$ cat src/rsc_pkg.sv
// ----------------------------------------------------------------------------
// rsc_pkg: shared types and constants of the three-rotor shift cipher
// Beat payload structs, rotor position bundle, register indexes and the
// fixed rotor table.
// ----------------------------------------------------------------------------
package rsc_pkg;

   localparam int unsigned POS_W = 4;
   localparam int unsigned KEY_W = 5;
   localparam int unsigned IDX_W = 5;

   localparam logic [POS_W-1:0] POS_LAST    = 4'd9;
   localparam logic [IDX_W-1:0] ALPHA_LEN   = 5'd27;
   localparam logic [IDX_W-1:0] SPACE_INDEX = 5'd26;
   localparam logic [7:0]       SPACE_CHAR  = 8'h20;
   localparam logic [7:0]       CHAR_A      = 8'h41;
   localparam logic [7:0]       CHAR_Z      = 8'h5a;

   localparam int unsigned CSR_IDX_W  = 2;
   localparam int unsigned CSR_DATA_W = 4;

   localparam logic [CSR_IDX_W-1:0] CSR_DECRYPT_MODE     = 2'd0;
   localparam logic [CSR_IDX_W-1:0] CSR_START_POS_FAST   = 2'd1;
   localparam logic [CSR_IDX_W-1:0] CSR_START_POS_MIDDLE = 2'd2;
   localparam logic [CSR_IDX_W-1:0] CSR_START_POS_SLOW   = 2'd3;

   typedef struct packed {
      logic [7:0] char_in;
      logic       message_start;
   } req_type;

   typedef struct packed {
      logic [7:0] char_out;
      logic       not_in_alphabet;
   } rsp_type;

   typedef struct packed {
      logic [POS_W-1:0] fast;
      logic [POS_W-1:0] middle;
      logic [POS_W-1:0] slow;
   } pos_type;

   // Rotor wiring table; positions outside 0..9 contribute nothing.
   function automatic logic [KEY_W-1:0] rotor_value(input logic [POS_W-1:0] pos);
      logic [KEY_W-1:0] val;
      case (pos)
         4'd0:    val = 5'd7;
         4'd1:    val = 5'd3;
         4'd2:    val = 5'd0;
         4'd3:    val = 5'd1;
         4'd4:    val = 5'd9;
         4'd5:    val = 5'd5;
         4'd6:    val = 5'd2;
         4'd7:    val = 5'd6;
         4'd8:    val = 5'd4;
         4'd9:    val = 5'd8;
         default: val = 5'd0;
      endcase
      return val;
   endfunction

   function automatic logic [POS_W-1:0] clamp_pos(input logic [CSR_DATA_W-1:0] v);
      return (v > POS_LAST) ? POS_LAST : v;
   endfunction

endpackage

$ cat src/rsc_rotor.sv
// ----------------------------------------------------------------------------
// rsc_rotor: rotor position registers and key generation
// Holds the three decade rotors, reloads them on a message start, forms the
// key from the current positions and steps them like an odometer per beat.
// ----------------------------------------------------------------------------
module rsc_rotor
   import rsc_pkg::*;
(
   input  logic             clock,
   input  logic             reset,
   input  logic             advance,
   input  logic             load,
   input  pos_type          start_pos,
   output logic [KEY_W-1:0] key
);

   pos_type pos_ff, pos_in;
   pos_type eff;

   always_comb begin
      eff = load ? start_pos : pos_ff;
      key = rotor_value(eff.fast) + rotor_value(eff.middle) + rotor_value(eff.slow);

      pos_in = eff;
      if (eff.fast >= POS_LAST) begin
         pos_in.fast = '0;
         if (eff.middle >= POS_LAST) begin
            pos_in.middle = '0;
            pos_in.slow   = (eff.slow >= POS_LAST) ? '0 : eff.slow + 4'd1;
         end else begin
            pos_in.middle = eff.middle + 4'd1;
         end
      end else begin
         pos_in.fast = eff.fast + 4'd1;
      end
   end

   always_ff @(posedge clock) begin
      if (reset) begin
         pos_ff <= '0;
      end else if (advance) begin
         pos_ff <= pos_in;
      end
   end

   a_pos_range: assert property (@(posedge clock) disable iff (reset)
      pos_ff.fast <= POS_LAST && pos_ff.middle <= POS_LAST && pos_ff.slow <= POS_LAST)
      else $error("rotor position left the decade range");

   a_reload_step: assert property (@(posedge clock) disable iff (reset)
      advance && load && start_pos.fast < POS_LAST
      |=> pos_ff.fast == $past(start_pos.fast) + 4'd1 && pos_ff.middle == $past(start_pos.middle))
      else $error("message start did not reload and step the rotors");

   a_hold: assert property (@(posedge clock) disable iff (reset)
      !advance |=> $stable(pos_ff))
      else $error("rotors moved without a beat");

endmodule

$ cat src/rsc_shift.sv
// ----------------------------------------------------------------------------
// rsc_shift: character decode, modular shift and encode
// Maps A-Z and space to 0..26, moves the index by the key modulo 27 and
// maps it back; other characters pass through flagged.
// ----------------------------------------------------------------------------
module rsc_shift
   import rsc_pkg::*;
(
   input  logic [7:0]       char_in,
   input  logic [KEY_W-1:0] key,
   input  logic             decrypt,
   output rsp_type          result
);

   logic             valid;
   logic [IDX_W-1:0] idx;
   logic [IDX_W:0]   sum;
   logic [IDX_W-1:0] n;

   always_comb begin
      valid = 1'b1;
      idx   = '0;
      if (char_in inside {[CHAR_A:CHAR_Z]}) begin
         idx = IDX_W'(char_in - CHAR_A);
      end else if (char_in == SPACE_CHAR) begin
         idx = SPACE_INDEX;
      end else begin
         valid = 1'b0;
      end

      // The key never exceeds 27, so the decrypt sum stays non-negative.
      if (decrypt) begin
         sum = {1'b0, idx} + {1'b0, ALPHA_LEN} - {1'b0, key};
      end else begin
         sum = {1'b0, idx} + {1'b0, key};
      end
      n = (sum >= {1'b0, ALPHA_LEN}) ? IDX_W'(sum - {1'b0, ALPHA_LEN}) : sum[IDX_W-1:0];

      if (!valid) begin
         result.char_out = char_in;
      end else if (n == SPACE_INDEX) begin
         result.char_out = SPACE_CHAR;
      end else begin
         result.char_out = CHAR_A + {3'b000, n};
      end
      result.not_in_alphabet = !valid;
   end

endmodule

$ cat src/three_rotor_shift_cipher.sv
// ----------------------------------------------------------------------------
// three_rotor_shift_cipher: 27-symbol three-rotor shift cipher
// Encrypts or decrypts one ASCII character per beat with a stepping key.
// ----------------------------------------------------------------------------
// Usage: characters enter as req beats (req_valid / req_stall) and results
// leave as rsp beats (rsp_valid / rsp_stall), one result for every request.
// A beat with message_start set reloads the rotors from the start position
// registers before that character is handled. Configuration goes through the
// csr write port and should only be changed while no beats are in flight.
//
// A request taken into the input stage has its result registered in the
// result register next, which presents it on rsp until the receiver takes it.
// Throughput is one character per cycle unless rsp_stall holds it; the rotor
// step and key lookup finish in the accept cycle and the modular shift in the
// next, so nothing loops back across beats except the rotor registers.
//
// Reset clears the rotors, the CSRs and both stage valid bits. When the
// receiver stalls, the result register holds its beat and the input stage
// still fills, so req_stall rises only once both stages are occupied.
// ----------------------------------------------------------------------------
module three_rotor_shift_cipher
   import rsc_pkg::*;
(
   input  logic                  clock,
   input  logic                  reset,
   input  logic                  req_valid,
   output logic                  req_stall,
   input  req_type               req_data,
   output logic                  rsp_valid,
   input  logic                  rsp_stall,
   output rsp_type               rsp_data,
   input  logic                  csr_wr_en,
   input  logic [CSR_IDX_W-1:0]  csr_index,
   input  logic [CSR_DATA_W-1:0] csr_wdata
);

   // Configuration registers.
   logic    decrypt_ff;
   pos_type start_ff;

   // Input stage: character and the key that belongs to it.
   logic             s1_valid_ff;
   logic [7:0]       s1_char_ff;
   logic [KEY_W-1:0] s1_key_ff;

   // Result stage.
   logic    rsp_valid_ff;
   rsp_type rsp_data_ff;

   logic             out_free;
   logic             s1_free;
   logic             req_take;
   logic [KEY_W-1:0] key;
   rsp_type          result;

   // The result register frees up when it is empty or its beat is taken;
   // the input stage frees up when it is empty or can move forward.
   assign out_free  = !rsp_valid_ff || !rsp_stall;
   assign s1_free   = !s1_valid_ff || out_free;
   assign req_stall = !s1_free;
   assign req_take  = req_valid && s1_free;

   always_ff @(posedge clock) begin
      if (reset) begin
         decrypt_ff <= 1'b0;
         start_ff   <= '0;
      end else if (csr_wr_en) begin
         case (csr_index)
            CSR_DECRYPT_MODE:     decrypt_ff      <= csr_wdata[0];
            CSR_START_POS_FAST:   start_ff.fast   <= clamp_pos(csr_wdata);
            CSR_START_POS_MIDDLE: start_ff.middle <= clamp_pos(csr_wdata);
            CSR_START_POS_SLOW:   start_ff.slow   <= clamp_pos(csr_wdata);
            default:              ;
         endcase
      end
   end

   // The rotors step on every accepted beat, valid character or not.
   rsc_rotor u_rotor (
      .clock     (clock),
      .reset     (reset),
      .advance   (req_take),
      .load      (req_data.message_start),
      .start_pos (start_ff),
      .key       (key)
   );

   rsc_shift u_shift (
      .char_in (s1_char_ff),
      .key     (s1_key_ff),
      .decrypt (decrypt_ff),
      .result  (result)
   );

   always_ff @(posedge clock) begin
      if (reset) begin
         s1_valid_ff  <= 1'b0;
         rsp_valid_ff <= 1'b0;
      end else begin
         if (s1_free) begin
            s1_valid_ff <= req_valid;
         end
         if (out_free) begin
            rsp_valid_ff <= s1_valid_ff;
         end
      end
   end

   // Payload registers load without reset.
   always_ff @(posedge clock) begin
      if (req_take) begin
         s1_char_ff <= req_data.char_in;
         s1_key_ff  <= key;
      end
      if (out_free && s1_valid_ff) begin
         rsp_data_ff <= result;
      end
   end

   assign rsp_valid = rsp_valid_ff;
   assign rsp_data  = rsp_data_ff;

   a_reset_empty: assert property (@(posedge clock)
      reset |=> !s1_valid_ff && !rsp_valid_ff)
      else $error("pipeline not empty after reset");

   a_no_drop: assert property (@(posedge clock) disable iff (reset)
      s1_valid_ff && !out_free |=> s1_valid_ff && $stable(s1_char_ff) && $stable(s1_key_ff))
      else $error("input stage lost a beat while the output was blocked");

   a_in_alphabet: assert property (@(posedge clock) disable iff (reset)
      rsp_valid_ff && !rsp_data_ff.not_in_alphabet
      |-> (rsp_data_ff.char_out >= CHAR_A && rsp_data_ff.char_out <= CHAR_Z)
          || rsp_data_ff.char_out == SPACE_CHAR)
      else $error("result character outside the alphabet");

endmodule

$ cat config.mk
export PLATFORM = sky130hd
export DESIGN_NAME = three_rotor_shift_cipher
export DESIGN_NICKNAME = d
export VERILOG_FILES = /design/src/rsc_pkg.sv /design/src/rsc_rotor.sv /design/src/rsc_shift.sv /design/src/three_rotor_shift_cipher.sv
export SDC_FILE = /design/constraint.sdc
export NUM_CORES = 1
export LEC_CHECK = 0
export BUFFER_PORTS_ARGS = -buffer_cell sky130_fd_sc_hd__buf_2
export CORE_MARGIN = 8
export CORE_UTILIZATION = 60
export DETAILED_ROUTE_END_ITERATION = 12
export GPL_TIMING_DRIVEN = 0
export PLACE_DENSITY = 0.78
export RECOVER_POWER = 50
export SLEW_MARGIN = 0
export SYNTH_ARGS = -nofsm -noshare
export SYNTH_HDL_FRONTEND = slang
export SYNTH_SLANG_ARGS = --single-unit
$ cat constraint.sdc
create_clock -name clock -period 7 [get_ports clock]
set_input_delay 0.7 -clock clock [delete_from_list [all_inputs] [get_ports clock]]
set_output_delay 0.7 -clock clock [all_outputs]
set_load 0.05 [all_outputs]
## After elaboration in Yosys (flattened, before gate mapping)

Memories as Yosys holds them, arrays and structs flattened.
Index checks and enable logic that the tools add are counted.

| storage, ports and cells | value |
|---|---|
| output and inout bits | 11 |
| logic and storage cells | 69 |
| memories | 3 |
| register bits | 49 |
| memory bits (read-only) | 192 |
| input bits | 20 |

Memory list:

| name | depth | width | rd ports | clocked after memory_dff | wr ports | line | text |
|---|---|---|---|---|---|---|---|
| (name not given) | 16 | 4 | 1 | 0 | 0 | rsc_pkg.sv:46 | `case (pos)` |
| (name not given) | 16 | 4 | 1 | 0 | 0 | rsc_pkg.sv:46 |  |
| (name not given) | 16 | 4 | 1 | 0 | 0 | rsc_pkg.sv:46 |  |

| operators by class | value |
|---|---|
| $add $sub $neg | 11 |
| equal/unequal tests | 5 |
| multiplexer cells | 15 |
| order comparisons | 7 |
| reductions and logical operators | 15 |

Operators by type and width:

| cell | count |
|---|---|
| 8-bit two-way mux | 3 |
| 4-bit two-way mux | 5 |
| 5-bit two-way mux | 3 |
| 4-bit by 1-bit adder with 4-bit output (second input constant) | 3 |
| 4-bit >= comparator (second input constant) | 3 |
| 12-bit two-way mux | 1 |
| 5-bit adder | 2 |
| 7-bit by 5-bit adder with 8-bit output (first input constant) | 1 |
| 8-bit by 6-bit equality test with 1-bit output (second input constant) | 1 |
| 8-bit by 7-bit >= comparator with 1-bit output (second input constant) | 1 |
| 8-bit by 7-bit less-or-equal comparator with 1-bit output (second input constant) | 1 |
| 2-bit AND reduction | 4 |
| 5-bit by 5-bit adder with 6-bit output | 1 |
| 5-bit by 5-bit adder with 6-bit output (second input constant) | 1 |
| 6-bit by 5-bit >= comparator with 1-bit output (second input constant) | 1 |
| 6-bit two-way mux | 1 |
| 6-bit by 5-bit subtractor with 6-bit output | 1 |
| 5-bit equality test (second input constant) | 1 |
| 1-bit logical NOT | 5 |
| 5-bit by 1-bit subtractor with 5-bit output (second input constant) | 1 |
| 5-bit subtractor (second input constant) | 1 |
| 2-bit equality test (second input constant) | 2 |
| 4-bit greater-than comparator (second input constant) | 1 |
| 1-bit logical AND | 3 |
| other kinds (4) | 6 |

## Logic depth before layout (Yosys ltp)

| logic depth | value |
|---|---|
| word-level depth | 11 |
| depth in mapped cells | 25 |
| mapped depth without buffers | 23 |

## Cells and area by module

A second synthesis with hierarchy kept.

| second synthesis, totals | value |
|---|---|
| cells, all modules | 405 |
| area, all modules | 3,838.7 um^2 |

By module, submodules not included:

| module | cells an instance | area each (um^2) | times used | sequential area each (um^2) |
|---|---|---|---|---|
| rsc_rotor | 169 | 1,481.4 | 1 | 240.2 |
| three_rotor_shift_cipher | 81 | 1,258.7 | 1 | 960.9 |
| rsc_shift | 155 | 1,098.6 | 1 | 0.0 |

## Worst setup path before layout

No wires, ideal clock.

| timing | value |
|---|---|
| path kind | register to register |
| from | register s1_char_ff[0] |
| to | register rsp_data_ff, in the netlist rsp_data[4], data pin |
| setup slack | 2,063 ps |
| arrival | 4,676 ps |
| period minus slack after synthesis | 4,937 ps |
| path buffers | 2 |
| cell stages (with the launch flop) | 26 |
| setup time | 261 ps |
| required time | 6,739 ps |
| cell sequence | edfxtp_1 inv_1 ha_1 o21bai_1 nand3_1 nand4b_1 a21o_1 clkbuf_1 clkbuf_1 a21oi_1 ha_1 ha_1 inv_1 fa_1 nand2b_1 a21oi_1 mux2i_1 nor3_1 a21oi_2 xnor2_1 inv_1 ha_1 inv_1 nor2_1 mux2i_1 a311o_1 |

RTL lines:

| what | line | text |
|---|---|---|
| start, declared | three_rotor_shift_cipher.sv:43 | `logic [7:0] s1_char_ff;` |
| start signal, assigned | three_rotor_shift_cipher.sv:112 | `s1_char_ff <= req_data.char_in;` |
| end signal, assigned | three_rotor_shift_cipher.sv:116 | `rsp_data_ff <= result;` |
| end, declared | three_rotor_shift_cipher.sv:48 | `rsp_type rsp_data_ff;` |

==> flow_summary.ini <==
[synthesis]
synth-edff-count = 22
synth.cell_area_um2 = 3618
async_flop_share_pct = 0
ys_types = 56
ys_seq_area_share_pct = 33.20
yosys-top-cells-count = nor2_1, ha_1, inv_1
synth_most_common_cell = nor2_1
synthesis.nets = 456
synth_top_cell_area_share_pct = 18.26
synth_top_area_cell = edfxtp_1
yosysWarnings = 0
synth.area.top_cells = edfxtp_1, dfxtp_1, ha_1, mux2i_1, nor2_1
syn_inst = 389
avgSynthCellArea_um2 = 9.302
synth_flop_cell = dfxtp_1
ys_ff_latch = 49

[floorplanning]
die-area_um2 = 8772
die_w_um = 93.66
initial_core_util_pct = 61.48
num_rows = 28
die_y_um = 93.66
core_um2 = 5886
io_pins = 31

[power_and_ir_drop]
p_comb_share_pct = 39.0
swShare_pct = 35.29
power.total_uw = 934.6
pwr-share-clk_pct = 25.0
powerDensity_nw_per_um2 = 235.1
p_int_uw = 604.8
leakagePower_nw = 1.752
pwr-share-seq_pct = 36.0
switchingPower_uw = 329.9
irDropWorstVdd_mv = 0.1152

[setup_path]
cp.required_ns = 7.06
worst_setup_path_start_kind = flop
r2r_cells = 25
r2r_end = rsp_data[4]$_DFFE_PP_
ff2ff_setup_slack_ns = 1.26
cp_top_family = adder cells
cp-endpoint = rsp_data[4]$_DFFE_PP_
slowest_delay_ns = 0.53
worstSetupPathType = reg -> reg
worstPathArrival_ns = 5.80
cp-startpoint = s1_char_ff[0]$_DFFE_PP_
path_buf_inv = 6
cp_num_cells = 25
end_kind = flop
r2r_start = s1_char_ff[0]$_DFFE_PP_
worstPathMaxFanout = 10
critPathSlowestCell = nor3_1

[cts]
clkTransAtPathRegs_ns = 0.09
cts_resized = 0
insertion_delay_ns = 0.31
cts_buffers = 5
postCtsSetupBuffers = 0
clockBufferDepth = 2
ctsHtreeMaxLevel = 2
tritoncts = yes
holdBufCountCts = 0
clock-sinks = 49
cts.root.buffer_cell = clkbuf_8

[global_routing]
grt_pass1_wl_um = 12920
grt_pass1_vias = 2825
track_usage_pct = 18.03
antenna_found_initial = 0
grt_max_degree = 22
grt_overflow = 0

[detailed_routing]
route.met3.wl_um = 459
post-route-drc-count = 0
wl_met1_um = 3496
vias = 2859
routed_wl_um = 7659
drt_iter0_drc = 151
ant_nets = 0
wl_met2_um = 3612
first_pass_iters = 5
viasPerCell = 5.707
topRoutingLayerUsed = met4
wl_per_cell_um = 15.29

[cells_and_area]
diodes = 0
drive_gt1_share_pct = 10.33
area_delta_synth_final_pct = 9.889
final_nets = 492

[sta]
fin_worst_skew_ns = 0.005958
worst_pin_slew_ns = 1.261
finalSetupTns_ns = 0
post-route-min-period_ns = 5.737
rsz0062_at_grt = false
max_freq_ghz = 0.1743
maxSlewViolCount = 0
fin_crit_sh_pct = 81.96
hold_violations = 0
slew_headroom_pct = 15.16
setup_violations = 0
whs_ns = 0.4926
setup_slack_ns = 1.263

[placement]
io_buffers = 29
dp_hpwl_um = 5867
place_congestion = 0.8924
pre_cts_slack_ns = 1.381

[flow_run]
cap_violations = 0

[outcome]
status = finished, final reports clean

[worst_hold_path]
hold_class = reg -> reg
-- how the worst min path moves through the flow --
stage | cells past startpoint | slack [ns] | endpoint | from
after floorplan | 2 | 0.43 | u_rotor.pos_ff[9]$_SDFFE_PP0P_ | u_rotor.pos_ff[9]$_SDFFE_PP0P_
after global placement | 2 | 0.44 | u_rotor.pos_ff[9]$_SDFFE_PP0P_ | u_rotor.pos_ff[9]$_SDFFE_PP0P_
after detailed placement | 2 | 0.48 | u_rotor.pos_ff[9]$_SDFFE_PP0P_ | u_rotor.pos_ff[9]$_SDFFE_PP0P_
after CTS | 2 | 0.49 | u_rotor.pos_ff[9]$_SDFFE_PP0P_ | u_rotor.pos_ff[9]$_SDFFE_PP0P_
after global routing | 2 | 0.51 | u_rotor.pos_ff[9]$_SDFFE_PP0P_ | u_rotor.pos_ff[9]$_SDFFE_PP0P_
final | 2 | 0.49 | u_rotor.pos_ff[9]$_SDFFE_PP0P_ | u_rotor.pos_ff[9]$_SDFFE_PP0P_
-- cell usage in the layout, fill, tap and decap left out, types with 3 or more instances in the layout --
cell type,n
xnor2_1,9
xor2_1,5
nand3b_1,5
o21ai_0,8
a22oi_1,4
clkbuf_8,5
and3_1,3
nor2_1,44
mux2i_1,27
dfxtp_1,27
ha_1,40
inv_1,37
a21oi_1,23
nand2_1,27
and2_1,4
nand2b_1,8
nor2b_1,4
clkbuf_1,19
nand3_1,10
o31ai_2,3
a311oi_1,3
mux2_2,4
buf_2,20
edfxtp_1,22
fa_1,7
o21a_1,4
a211oi_1,3
nor3_1,13
-- power groups by stage --
| stage | clock network [mW] | logic, mW | registers [mW] |
|---|---|---|---|
| final | 0.233 | 0.364 | 0.337 |
| after global placement | 0 | 0.349 | 0.342 |
| after detailed placement | 0 | 0.360 | 0.343 |
| after CTS | 0.237 | 0.365 | 0.337 |
| after global routing | 0.243 | 0.408 | 0.339 |
| after floorplan | 0 | 0.283 | 0.351 |
-- final cells by class --
class / count / area [µm²]
clock buffers: 6 / 93.84
inverters: 39 / 146.4
well taps: 75 / 93.84
flip-flops and latches: 49 / 1201
repair buffers: 29 / 131.4
multi-input cells: 290 / 2227
plain buffers: 11 / 43.79
clock inverters: 2 / 38.79
fillers: 499 / 1909
-- stage by stage --
step                      area (µm²)  std cells  utilization (%)
after CTS                       3990        501            67.79
after detailed placement        3857        493            65.54
after global placement          3857        493            65.54
after global routing            3976        501            67.56
after floorplan                 3618        389                -
final                           3976        501            67.56
-- sequential cells by signal (all words and copies together), names as in the netlist --
| name | cells |
|---|---|
| start_ff | 12 |
| s1_valid_ff | 1 |
| rsp_valid | 1 |
| s1_key_ff | 5 |
| decrypt_ff | 1 |
| s1_char_ff | 8 |
| rsp_data | 9 |
| u_rotor.pos_ff | 12 |
-- cells by family after synthesis --
kind of cell | after synthesis | synth area share, %
buf+inv | 50 | 5.256
mux | 31 | 8.714
compound gates | 67 | 13.80
xor+xnor | 14 | 3.389
fa+ha+maj | 47 | 17.70
flops | 49 | 33.19
simple gates | 131 | 17.95
-- tightest hold or removal path, delay by kind of cell (launching register included) --
kind            cells  cell delay [ns]
compound gates      1             0.06
flops               1             0.34
simple gates        1             0.06
-- routing by layer --
layer | up-vias | track usage [%]
met5 | - | 0
met4 | 0 | 4.359
li1 | 1428 | -
met2 | 90 | 30.14
met3 | 12 | 3.277
met1 | 1329 | 23.43
Note: power is estimated with default switching activity, not from simulation.
